--- src/sv/fuqs_pkg.sv ---
`timescale 1ns / 1ps

package fuqs_pkg;

   localparam int NUM_CORNERS = 4;

   typedef logic [$clog2(NUM_CORNERS)-1:0] corner_idx_type;

   localparam corner_idx_type QUAD_LAST = corner_idx_type'(NUM_CORNERS - 1);
   localparam corner_idx_type TRI_LAST  = corner_idx_type'(NUM_CORNERS - 2);

   function automatic corner_idx_type last_corner(input logic is_quad);
      return is_quad ? QUAD_LAST : TRI_LAST;
   endfunction

   function automatic corner_idx_type prev_corner(input corner_idx_type idx,
                                                  input logic is_quad);
      return (idx == '0) ? last_corner(is_quad) : idx - corner_idx_type'(1);
   endfunction

   function automatic corner_idx_type next_corner(input corner_idx_type idx,
                                                  input logic is_quad);
      return (idx == last_corner(is_quad)) ? '0 : idx + corner_idx_type'(1);
   endfunction

endpackage

--- src/sv/fuqs_req_if.sv ---
`timescale 1ns / 1ps

interface fuqs_req_if #(
   parameter int UV_WIDTH = 16
);
   logic                       valid;
   logic                       ready;
   logic signed [UV_WIDTH-1:0] corner0_u;
   logic signed [UV_WIDTH-1:0] corner0_v;
   logic signed [UV_WIDTH-1:0] corner1_u;
   logic signed [UV_WIDTH-1:0] corner1_v;
   logic signed [UV_WIDTH-1:0] corner2_u;
   logic signed [UV_WIDTH-1:0] corner2_v;
   logic signed [UV_WIDTH-1:0] corner3_u;
   logic signed [UV_WIDTH-1:0] corner3_v;
   logic                       is_quad;
   logic                       final_face;

   modport source (
      output valid, corner0_u, corner0_v, corner1_u, corner1_v,
             corner2_u, corner2_v, corner3_u, corner3_v, is_quad, final_face,
      input  ready
   );

   modport sink (
      input  valid, corner0_u, corner0_v, corner1_u, corner1_v,
             corner2_u, corner2_v, corner3_u, corner3_v, is_quad, final_face,
      output ready
   );
endinterface

--- src/sv/fuqs_rsp_if.sv ---
`timescale 1ns / 1ps

interface fuqs_rsp_if #(
   parameter int UV_WIDTH = 16
);
   logic                       valid;
   logic                       ready;
   logic signed [UV_WIDTH-1:0] sub_uv0_u;
   logic signed [UV_WIDTH-1:0] sub_uv0_v;
   logic signed [UV_WIDTH-1:0] sub_uv1_u;
   logic signed [UV_WIDTH-1:0] sub_uv1_v;
   logic signed [UV_WIDTH-1:0] sub_uv2_u;
   logic signed [UV_WIDTH-1:0] sub_uv2_v;
   logic signed [UV_WIDTH-1:0] sub_uv3_u;
   logic signed [UV_WIDTH-1:0] sub_uv3_v;
   logic                       last_of_face;
   logic                       ends_mesh;

   modport source (
      output valid, sub_uv0_u, sub_uv0_v, sub_uv1_u, sub_uv1_v,
             sub_uv2_u, sub_uv2_v, sub_uv3_u, sub_uv3_v, last_of_face, ends_mesh,
      input  ready
   );

   modport sink (
      input  valid, sub_uv0_u, sub_uv0_v, sub_uv1_u, sub_uv1_v,
             sub_uv2_u, sub_uv2_v, sub_uv3_u, sub_uv3_v, last_of_face, ends_mesh,
      output ready
   );
endinterface

--- src/sv/fuqs_centroid.sv ---
`timescale 1ns / 1ps

module fuqs_centroid #(
   parameter int UV_WIDTH = 16
) (
   input  logic                       clock,
   input  logic                       reset,
   fuqs_req_if.sink                   req_if,
   output logic                       out_valid,
   input  logic                       out_ready,
   output logic signed [UV_WIDTH-1:0] out_cu [fuqs_pkg::NUM_CORNERS],
   output logic signed [UV_WIDTH-1:0] out_cv [fuqs_pkg::NUM_CORNERS],
   output logic                       out_quad,
   output logic                       out_final,
   output logic signed [UV_WIDTH-1:0] out_mu,
   output logic signed [UV_WIDTH-1:0] out_mv
);

   localparam int SW = UV_WIDTH + 2;
   localparam int K  = UV_WIDTH + 3;
   localparam int PW = SW + K;
   // offset that makes sum + 1 positive before the divide by three
   localparam logic [SW-1:0] BIAS = SW'((64'd3 << (UV_WIDTH - 1)) + 64'd1);
   localparam logic [K-1:0] RECIP = K'(((64'd1 << K) / 64'd3) + 64'd1);
   localparam logic [UV_WIDTH-1:0] OFFSET = UV_WIDTH'(64'd1 << (UV_WIDTH - 1));

   logic signed [UV_WIDTH-1:0] req_cu [fuqs_pkg::NUM_CORNERS];
   logic signed [UV_WIDTH-1:0] req_cv [fuqs_pkg::NUM_CORNERS];

   logic                       s1_valid_ff, s1_valid_in;
   logic signed [UV_WIDTH-1:0] s1_cu_ff [fuqs_pkg::NUM_CORNERS];
   logic signed [UV_WIDTH-1:0] s1_cv_ff [fuqs_pkg::NUM_CORNERS];
   logic                       s1_quad_ff;
   logic                       s1_final_ff;
   logic                       s1_ready;

   logic                       s2_valid_ff, s2_valid_in;
   logic signed [UV_WIDTH-1:0] s2_cu_ff [fuqs_pkg::NUM_CORNERS];
   logic signed [UV_WIDTH-1:0] s2_cv_ff [fuqs_pkg::NUM_CORNERS];
   logic                       s2_quad_ff;
   logic                       s2_final_ff;
   logic signed [UV_WIDTH-1:0] s2_qu_ff, s2_qu_in;
   logic signed [UV_WIDTH-1:0] s2_qv_ff, s2_qv_in;
   logic [SW-1:0]              s2_mu_ff, s2_mu_in;
   logic [SW-1:0]              s2_mv_ff, s2_mv_in;
   logic                       s2_ready;

   logic signed [SW-1:0]       sum_u, sum_v;
   logic [PW-1:0]              prod_u, prod_v;
   logic [UV_WIDTH-1:0]        tri_u, tri_v;

   assign req_cu[0] = req_if.corner0_u;
   assign req_cv[0] = req_if.corner0_v;
   assign req_cu[1] = req_if.corner1_u;
   assign req_cv[1] = req_if.corner1_v;
   assign req_cu[2] = req_if.corner2_u;
   assign req_cv[2] = req_if.corner2_v;
   assign req_cu[3] = req_if.corner3_u;
   assign req_cv[3] = req_if.corner3_v;

   assign s2_ready     = !s2_valid_ff || out_ready;
   assign s1_ready     = !s1_valid_ff || s2_ready;
   assign req_if.ready = s1_ready;

   assign s1_valid_in = s1_ready ? req_if.valid : s1_valid_ff;
   assign s2_valid_in = s2_ready ? s1_valid_ff : s2_valid_ff;

   always_comb begin
      sum_u = SW'(s1_cu_ff[0]) + SW'(s1_cu_ff[1]) + SW'(s1_cu_ff[2]);
      sum_v = SW'(s1_cv_ff[0]) + SW'(s1_cv_ff[1]) + SW'(s1_cv_ff[2]);
      if (s1_quad_ff) begin
         sum_u = sum_u + SW'(s1_cu_ff[3]);
         sum_v = sum_v + SW'(s1_cv_ff[3]);
      end
      s2_qu_in = UV_WIDTH'(sum_u >>> 2);
      s2_qv_in = UV_WIDTH'(sum_v >>> 2);
      s2_mu_in = $unsigned(sum_u) + BIAS;
      s2_mv_in = $unsigned(sum_v) + BIAS;
   end

   always_ff @(posedge clock) begin
      if (reset) begin
         s1_valid_ff <= 1'b0;
         s2_valid_ff <= 1'b0;
      end else begin
         s1_valid_ff <= s1_valid_in;
         s2_valid_ff <= s2_valid_in;
      end
   end

   always_ff @(posedge clock) begin
      if (s1_ready) begin
         s1_cu_ff    <= req_cu;
         s1_cv_ff    <= req_cv;
         s1_quad_ff  <= req_if.is_quad;
         s1_final_ff <= req_if.final_face;
      end
      if (s2_ready) begin
         s2_cu_ff    <= s1_cu_ff;
         s2_cv_ff    <= s1_cv_ff;
         s2_quad_ff  <= s1_quad_ff;
         s2_final_ff <= s1_final_ff;
         s2_qu_ff    <= s2_qu_in;
         s2_qv_ff    <= s2_qv_in;
         s2_mu_ff    <= s2_mu_in;
         s2_mv_ff    <= s2_mv_in;
      end
   end

   // divide by three through the reciprocal, then remove the offset
   assign prod_u = PW'(s2_mu_ff) * PW'(RECIP);
   assign prod_v = PW'(s2_mv_ff) * PW'(RECIP);
   assign tri_u  = UV_WIDTH'(prod_u >> K) - OFFSET;
   assign tri_v  = UV_WIDTH'(prod_v >> K) - OFFSET;

   assign out_valid = s2_valid_ff;
   assign out_cu    = s2_cu_ff;
   assign out_cv    = s2_cv_ff;
   assign out_quad  = s2_quad_ff;
   assign out_final = s2_final_ff;
   assign out_mu    = s2_quad_ff ? s2_qu_ff : $signed(tri_u);
   assign out_mv    = s2_quad_ff ? s2_qv_ff : $signed(tri_v);

endmodule

--- src/sv/fuqs_emit.sv ---
`timescale 1ns / 1ps

module fuqs_emit #(
   parameter int UV_WIDTH = 16
) (
   input  logic                       clock,
   input  logic                       reset,
   input  logic                       in_valid,
   output logic                       in_ready,
   input  logic signed [UV_WIDTH-1:0] in_cu [fuqs_pkg::NUM_CORNERS],
   input  logic signed [UV_WIDTH-1:0] in_cv [fuqs_pkg::NUM_CORNERS],
   input  logic                       in_quad,
   input  logic                       in_final,
   input  logic signed [UV_WIDTH-1:0] in_mu,
   input  logic signed [UV_WIDTH-1:0] in_mv,
   fuqs_rsp_if.source                 rsp_if
);

   function automatic logic signed [UV_WIDTH-1:0] midpoint(
      input logic signed [UV_WIDTH-1:0] a,
      input logic signed [UV_WIDTH-1:0] b
   );
      logic signed [UV_WIDTH:0] s;
      s = (UV_WIDTH+1)'(a) + (UV_WIDTH+1)'(b);
      return UV_WIDTH'(s >>> 1);
   endfunction

   logic                       hold_valid_ff, hold_valid_in;
   fuqs_pkg::corner_idx_type   idx_ff, idx_in;
   logic signed [UV_WIDTH-1:0] hold_cu_ff [fuqs_pkg::NUM_CORNERS];
   logic signed [UV_WIDTH-1:0] hold_cv_ff [fuqs_pkg::NUM_CORNERS];
   logic                       hold_quad_ff;
   logic                       hold_final_ff;
   logic signed [UV_WIDTH-1:0] hold_mu_ff;
   logic signed [UV_WIDTH-1:0] hold_mv_ff;

   logic                       rsp_valid_ff, rsp_valid_in;
   logic signed [UV_WIDTH-1:0] uv0_u_ff, uv0_v_ff, uv1_u_ff, uv1_v_ff;
   logic signed [UV_WIDTH-1:0] uv2_u_ff, uv2_v_ff, uv3_u_ff, uv3_v_ff;
   logic                       last_ff, ends_ff;

   fuqs_pkg::corner_idx_type   prev_idx, next_idx;
   logic                       step, last, in_xfer;

   assign prev_idx = fuqs_pkg::prev_corner(idx_ff, hold_quad_ff);
   assign next_idx = fuqs_pkg::next_corner(idx_ff, hold_quad_ff);
   assign last     = idx_ff == fuqs_pkg::last_corner(hold_quad_ff);
   assign step     = hold_valid_ff && (!rsp_valid_ff || rsp_if.ready);
   assign in_ready = !hold_valid_ff || (step && last);
   assign in_xfer  = in_valid && in_ready;

   always_comb begin
      hold_valid_in = hold_valid_ff;
      idx_in        = idx_ff;
      if (in_xfer) begin
         hold_valid_in = 1'b1;
         idx_in        = '0;
      end else if (step) begin
         hold_valid_in = !last;
         idx_in        = idx_ff + fuqs_pkg::corner_idx_type'(1);
      end
      rsp_valid_in = step ? 1'b1 : (rsp_if.ready ? 1'b0 : rsp_valid_ff);
   end

   always_ff @(posedge clock) begin
      if (reset) begin
         hold_valid_ff <= 1'b0;
         idx_ff        <= '0;
         rsp_valid_ff  <= 1'b0;
      end else begin
         hold_valid_ff <= hold_valid_in;
         idx_ff        <= idx_in;
         rsp_valid_ff  <= rsp_valid_in;
      end
   end

   always_ff @(posedge clock) begin
      if (in_xfer) begin
         hold_cu_ff    <= in_cu;
         hold_cv_ff    <= in_cv;
         hold_quad_ff  <= in_quad;
         hold_final_ff <= in_final;
         hold_mu_ff    <= in_mu;
         hold_mv_ff    <= in_mv;
      end
      if (step) begin
         uv0_u_ff <= midpoint(hold_cu_ff[idx_ff], hold_cu_ff[prev_idx]);
         uv0_v_ff <= midpoint(hold_cv_ff[idx_ff], hold_cv_ff[prev_idx]);
         uv1_u_ff <= hold_cu_ff[idx_ff];
         uv1_v_ff <= hold_cv_ff[idx_ff];
         uv2_u_ff <= midpoint(hold_cu_ff[idx_ff], hold_cu_ff[next_idx]);
         uv2_v_ff <= midpoint(hold_cv_ff[idx_ff], hold_cv_ff[next_idx]);
         uv3_u_ff <= hold_mu_ff;
         uv3_v_ff <= hold_mv_ff;
         last_ff  <= last;
         ends_ff  <= last && hold_final_ff;
      end
   end

   assign rsp_if.valid        = rsp_valid_ff;
   assign rsp_if.sub_uv0_u    = uv0_u_ff;
   assign rsp_if.sub_uv0_v    = uv0_v_ff;
   assign rsp_if.sub_uv1_u    = uv1_u_ff;
   assign rsp_if.sub_uv1_v    = uv1_v_ff;
   assign rsp_if.sub_uv2_u    = uv2_u_ff;
   assign rsp_if.sub_uv2_v    = uv2_v_ff;
   assign rsp_if.sub_uv3_u    = uv3_u_ff;
   assign rsp_if.sub_uv3_v    = uv3_v_ff;
   assign rsp_if.last_of_face = last_ff;
   assign rsp_if.ends_mesh    = ends_ff;

endmodule

--- src/sv/face_uv_quad_split_unit.sv ---
// a face passes the centroid stages, then the hold registers, then the result register
// throughput: one subface per cycle while the result is not stalled; a triangle
//   yields three and a quad four, from the single builder of the result register
// a new face is taken while earlier faces are still in the centroid stages
// reset is synchronous, active high, and clears every valid flag
`timescale 1ns / 1ps

module face_uv_quad_split_unit #(
   parameter int UV_WIDTH = 16
) (
   input  logic        clock,
   input  logic        reset,
   fuqs_req_if.sink    req_if,
   fuqs_rsp_if.source  rsp_if
);

   logic                       cent_valid;
   logic                       cent_ready;
   logic signed [UV_WIDTH-1:0] cent_cu [fuqs_pkg::NUM_CORNERS];
   logic signed [UV_WIDTH-1:0] cent_cv [fuqs_pkg::NUM_CORNERS];
   logic                       cent_quad;
   logic                       cent_final;
   logic signed [UV_WIDTH-1:0] cent_mu;
   logic signed [UV_WIDTH-1:0] cent_mv;

   fuqs_centroid #(
      .UV_WIDTH (UV_WIDTH)
   ) u_centroid (
      .clock     (clock),
      .reset     (reset),
      .req_if    (req_if),
      .out_valid (cent_valid),
      .out_ready (cent_ready),
      .out_cu    (cent_cu),
      .out_cv    (cent_cv),
      .out_quad  (cent_quad),
      .out_final (cent_final),
      .out_mu    (cent_mu),
      .out_mv    (cent_mv)
   );

   fuqs_emit #(
      .UV_WIDTH (UV_WIDTH)
   ) u_emit (
      .clock    (clock),
      .reset    (reset),
      .in_valid (cent_valid),
      .in_ready (cent_ready),
      .in_cu    (cent_cu),
      .in_cv    (cent_cv),
      .in_quad  (cent_quad),
      .in_final (cent_final),
      .in_mu    (cent_mu),
      .in_mv    (cent_mv),
      .rsp_if   (rsp_if)
   );

endmodule

--- src/flat_wrapper.sv ---
// flat-port wrapper written by rule: the top's interface ports become plain ports
module face_uv_quad_split_unit_flat 
#(
   parameter int UV_WIDTH = 16
)
  (clock, reset, req_if_valid, req_if_corner0_u, req_if_corner0_v, req_if_corner1_u, req_if_corner1_v, req_if_corner2_u, req_if_corner2_v, req_if_corner3_u, req_if_corner3_v, req_if_is_quad, req_if_final_face, req_if_ready, rsp_if_valid, rsp_if_sub_uv0_u, rsp_if_sub_uv0_v, rsp_if_sub_uv1_u, rsp_if_sub_uv1_v, rsp_if_sub_uv2_u, rsp_if_sub_uv2_v, rsp_if_sub_uv3_u, rsp_if_sub_uv3_v, rsp_if_last_of_face, rsp_if_ends_mesh, rsp_if_ready);
  fuqs_req_if #(.UV_WIDTH(UV_WIDTH)) req_if_i ();
  fuqs_rsp_if #(.UV_WIDTH(UV_WIDTH)) rsp_if_i ();
  input  logic clock;
  input  logic reset;
  input wire logic [$bits(req_if_i.valid)-1:0] req_if_valid;
  input wire logic [$bits(req_if_i.corner0_u)-1:0] req_if_corner0_u;
  input wire logic [$bits(req_if_i.corner0_v)-1:0] req_if_corner0_v;
  input wire logic [$bits(req_if_i.corner1_u)-1:0] req_if_corner1_u;
  input wire logic [$bits(req_if_i.corner1_v)-1:0] req_if_corner1_v;
  input wire logic [$bits(req_if_i.corner2_u)-1:0] req_if_corner2_u;
  input wire logic [$bits(req_if_i.corner2_v)-1:0] req_if_corner2_v;
  input wire logic [$bits(req_if_i.corner3_u)-1:0] req_if_corner3_u;
  input wire logic [$bits(req_if_i.corner3_v)-1:0] req_if_corner3_v;
  input wire logic [$bits(req_if_i.is_quad)-1:0] req_if_is_quad;
  input wire logic [$bits(req_if_i.final_face)-1:0] req_if_final_face;
  output wire logic [$bits(req_if_i.ready)-1:0] req_if_ready;
  output wire logic [$bits(rsp_if_i.valid)-1:0] rsp_if_valid;
  output wire logic [$bits(rsp_if_i.sub_uv0_u)-1:0] rsp_if_sub_uv0_u;
  output wire logic [$bits(rsp_if_i.sub_uv0_v)-1:0] rsp_if_sub_uv0_v;
  output wire logic [$bits(rsp_if_i.sub_uv1_u)-1:0] rsp_if_sub_uv1_u;
  output wire logic [$bits(rsp_if_i.sub_uv1_v)-1:0] rsp_if_sub_uv1_v;
  output wire logic [$bits(rsp_if_i.sub_uv2_u)-1:0] rsp_if_sub_uv2_u;
  output wire logic [$bits(rsp_if_i.sub_uv2_v)-1:0] rsp_if_sub_uv2_v;
  output wire logic [$bits(rsp_if_i.sub_uv3_u)-1:0] rsp_if_sub_uv3_u;
  output wire logic [$bits(rsp_if_i.sub_uv3_v)-1:0] rsp_if_sub_uv3_v;
  output wire logic [$bits(rsp_if_i.last_of_face)-1:0] rsp_if_last_of_face;
  output wire logic [$bits(rsp_if_i.ends_mesh)-1:0] rsp_if_ends_mesh;
  input wire logic [$bits(rsp_if_i.ready)-1:0] rsp_if_ready;
  assign req_if_i.valid = req_if_valid;
  assign req_if_i.corner0_u = req_if_corner0_u;
  assign req_if_i.corner0_v = req_if_corner0_v;
  assign req_if_i.corner1_u = req_if_corner1_u;
  assign req_if_i.corner1_v = req_if_corner1_v;
  assign req_if_i.corner2_u = req_if_corner2_u;
  assign req_if_i.corner2_v = req_if_corner2_v;
  assign req_if_i.corner3_u = req_if_corner3_u;
  assign req_if_i.corner3_v = req_if_corner3_v;
  assign req_if_i.is_quad = req_if_is_quad;
  assign req_if_i.final_face = req_if_final_face;
  assign req_if_ready = req_if_i.ready;
  assign rsp_if_valid = rsp_if_i.valid;
  assign rsp_if_sub_uv0_u = rsp_if_i.sub_uv0_u;
  assign rsp_if_sub_uv0_v = rsp_if_i.sub_uv0_v;
  assign rsp_if_sub_uv1_u = rsp_if_i.sub_uv1_u;
  assign rsp_if_sub_uv1_v = rsp_if_i.sub_uv1_v;
  assign rsp_if_sub_uv2_u = rsp_if_i.sub_uv2_u;
  assign rsp_if_sub_uv2_v = rsp_if_i.sub_uv2_v;
  assign rsp_if_sub_uv3_u = rsp_if_i.sub_uv3_u;
  assign rsp_if_sub_uv3_v = rsp_if_i.sub_uv3_v;
  assign rsp_if_last_of_face = rsp_if_i.last_of_face;
  assign rsp_if_ends_mesh = rsp_if_i.ends_mesh;
  assign rsp_if_i.ready = rsp_if_ready;
  face_uv_quad_split_unit #(.UV_WIDTH(UV_WIDTH)) u_core (.clock(clock), .reset(reset), .req_if(req_if_i), .rsp_if(rsp_if_i));
endmodule
--- config.mk ---
export PLATFORM = sky130hd
export DESIGN_NAME = face_uv_quad_split_unit_flat
export DESIGN_NICKNAME = d
export VERILOG_FILES = /design/src/sv/fuqs_pkg.sv /design/src/sv/fuqs_req_if.sv /design/src/sv/fuqs_rsp_if.sv /design/src/sv/fuqs_centroid.sv /design/src/sv/fuqs_emit.sv /design/src/sv/face_uv_quad_split_unit.sv /design/src/flat_wrapper.sv
export SDC_FILE = /design/constraint.sdc
export NUM_CORES = 2
export LEC_CHECK = 0
export BUFFER_PORTS_ARGS = -buffer_cell sky130_fd_sc_hd__buf_2
export CORE_MARGIN = 10
export CORE_UTILIZATION = 35
export DETAILED_ROUTE_END_ITERATION = 10
export PLACE_DENSITY = 0.53
export SKIP_CTS_REPAIR_TIMING = 1
export SLEW_MARGIN = 20
export SYNTH_ARGS = -nofsm -noshare
export SYNTH_HDL_FRONTEND = slang
export SYNTH_SLANG_ARGS = --single-unit
--- constraint.sdc ---
create_clock -name clock -period 27.6 [get_ports clock]
set_clock_uncertainty 0.1 [all_clocks]
set_input_delay 0 -clock clock [delete_from_list [all_inputs] [get_ports clock]]
set_output_delay 0 -clock clock [all_outputs]
set_load 0.03 [all_outputs]
==> results_dict.tcl <==
set metrics [dict create \
    status "finished with violations" \
    violations "antenna violations" \
    r2r_cells 19 \
    fmax_mhz 148 \
    htree_levels 3 \
    postSynth.asyncResetShare_pct 0 \
    die_width_um 358 \
    area.growth.synth_to_final_pct 19.7 \
    holdWs_ps 1.38 \
    drt_wl_total_mm 106 \
    yosysSeqAreaShare_pct 46.9 \
    place_congestion 0.884 \
    synthesis.area_um2 40000 \
    synth_edf_count 620 \
    cp.arrival_ps 7020 \
    cpMostUsedCell "fa_1" \
    critPathBufInv 4 \
    drc 0 \
    cts_sinks 626 \
    holdPathStages 2 \
    ios 266 \
    finalCritPeriodShare_pct 24.4 \
    design_area_um2 47900 \
    ys_top_cells_by_area "edfxtp_1 (47%), ha_1 (14%), fa_1 (13%)" \
    synth_top_area_share_pct 46.6 \
    drt_iter0_drc 1524 \
    grt_pass1_vias 25300 \
    cp_slowest_stage_delay_ps 590 \
    worstReg2RegStart "u_core.u_centroid.s2_mv_ff[1]" \
    insertion_delay_ps 630 \
    ys_ff_latch 626 \
    postRouteAntennaNets 1 \
    synth_nets 3877 \
    finalHoldViolations 0 \
    end_kind "flop" \
    port_buffers 265 \
    cts-root-buf "clkbuf_16" \
    rr_endpoint "u_core.u_emit.hold_mv_ff[15]" \
    synth.distinct_cells 72 \
    r2r_slack_ps 20860 \
    grt_setup_unrepaired "no" \
    via_per_inst 4.87 \
    grt_overflow 0 \
    final-setup-viol-count 0 \
    hpwl_mm 81.7 \
    vias 25100 \
    drv_cap 0 \
    min_to "u_core.u_centroid.s1_cu_ff[23]" \
    core_area_um2 113000 \
    cp_cell_sequence "ha_1 -> inv_1 -> fa_1 -> inv_1 -> fa_1 -> inv_1 -> fa_1 -> fa_1 -> fa_1 -> inv_1 -> ha_1 -> a2111oi_0 -> a31oi_1 -> nor2_1 -> o21ai_0 -> a311oi_1 -> a21oi_1 -> xnor2_1 -> mux2_2" \
    final.setup.tns_ps 0 \
    cts_made_buffers 71 \
    worst_pin_slew_ps 1010 \
    antenna_found_initial 7 \
    start_util_pct 35.4 \
    holdCritStartpoint "req_if_corner2_u[7]" \
    startpoint_type "flop" \
    holdCritPathClass "in2reg" \
    cts_tree "yes" \
    cp_slowest_cell "a311oi_1" \
    max-clock-path-buffers 3 \
    fill_cells 10600 \
    post-synth-top-area-cell "edfxtp_1" \
    synth_commonest_cells "edfxtp_1 (620), inv_1 (503), ha_1 (439)" \
    syn_area_per_cell_um2 13.1 \
    dp_slack_ps 20880 \
    critPathKind "reg2reg" \
    dpl-instance-area_um2 43200 \
    fp.dieH_um 358 \
    yosys_warnings 0 \
    ys.flop_type "edfxtp_1" \
    nets 4418 \
    clk_pin_slew_ps 60 \
    yosysMostFrequentCell "edfxtp_1" \
    layout-drive-gt1-share_pct 13.7 \
    fp-row-count 123 \
    first_pass_iters 7 \
    relSlewSlack_pct 32.8 \
    grt_max_degree 79 \
    setup_ws_ps 20860 \
    slew_violations 0 \
    critical_path.max_fanout 7 \
    worstPathRequired_ps 27890 \
    die-area_um2 128000 \
    fin_crit_ps 6740 \
    track_usage_pct 16.2 \
    grt_pass1_wl_mm 157 \
    wire_per_inst_um 20.5 \
    crit_family "adder cells" \
    synthesis.instances 3044 \
]
routing by layer:
metal | part of all wire [%] | wire length, um | vias to the layer above | GRT usage [%]
li1 | - | - | 12000 | -
met1 | 45 | 47500 | 12400 | 22.0
met2 | 47 | 49600 | 601 | 26.2
met3 | 5.8 | 6140 | 132 | 3.66
met4 | 2.2 | 2340 | 0 | 3.76
met5 | 0 | 0 | - | 0
sequential cells by signal (all words and copies together) (netlist names), 18 cells and up:
signal                      cells
u_core.u_centroid.out_cv       64
u_core.u_centroid.s2_mv_ff     18
u_core.u_emit.hold_cu_ff       64
u_core.u_centroid.s2_mu_ff     18
u_core.u_emit.hold_cv_ff       64
u_core.u_centroid.s1_cv_ff     64
u_core.u_centroid.s1_cu_ff     64
u_core.u_centroid.out_cu       64
worst max-delay path by stage:
stage                                        startpoint                           end  cells after the start
after floorplan              u_core.u_emit.hold_quad_ff   u_core.u_emit.hold_cu_ff[0]                      4
after global placement    u_core.u_centroid.s2_mu_ff[7]  u_core.u_emit.hold_mu_ff[11]                     21
after detailed placement  u_core.u_centroid.s2_mv_ff[1]  u_core.u_emit.hold_mv_ff[15]                     19
after CTS                 u_core.u_centroid.s2_mv_ff[1]  u_core.u_emit.hold_mv_ff[15]                     19
after global routing      u_core.u_centroid.s2_mv_ff[1]  u_core.u_emit.hold_mv_ff[15]                     19
final                     u_core.u_centroid.s2_mv_ff[1]  u_core.u_emit.hold_mv_ff[15]                     19
layout by cell type (no fill, tap or decap), types with 14 or more instances in the layout:
master	n
a211oi_1	26
a21o_1	47
a21oi_1	112
a22oi_1	32
a31oi_1	23
and3_1	14
buf_2	265
buf_4	19
clkbuf_16	74
dlygate4sd3_1	227
edfxtp_1	620
fa_1	260
ha_1	439
inv_1	502
mux2i_1	41
mux4_2	62
nand2_1	103
nand2b_1	16
nand3_1	32
nor2_1	86
nor2b_1	26
nor3_1	40
o21a_1	23
o21ai_0	134
o21bai_1	21
xnor2_1	105
xor2_1	50
final cells by class:
class / count / area (um^2) / area share [%]
multi-input cells: 1870 / 19200 / 40.2
flip-flops and latches: 626 / 18700 / 39.1
repair buffers: 512 / 3760 / 7.86
clock buffers: 87 / 1910 / 3.99
inverters: 504 / 1900 / 3.96
well taps: 1500 / 1880 / 3.92
clock inverters: 40 / 440 / 0.920
diodes: 6 / 15.0 / 0.0314
metrics by stage:
stage	cells	utilization (%)
6_report	5145	42.4
2_1_floorplan	3044	-
3_3_place_gp	4784	38.3
3_5_place_dp	4784	38.3
5_1_grt	5139	42.4
4_1_cts	4911	40.3
kinds of logic (layout without fill, tap and decap cells):
family / count (synthesis) / count (layout) / synth area share, %
AO/OA/AOI/OAI: 508 / 508 / 8.18
XOR/XNOR: 155 / 155 / 3.39
adder cells (fa/ha/maj): 699 / 699 / 26.7
buffers and inverters: 548 / 1143 / 5.15
flip-flops: 626 / 626 / 46.9
multiplexers: 115 / 115 / 4.86
other: 0 / 6 / 0
AND/OR/NAND/NOR: 393 / 393 / 4.82
Power is left out: the tool's default activity adds up to more than one toggle a clock period on the data nets, which glitch-free logic cannot reach.
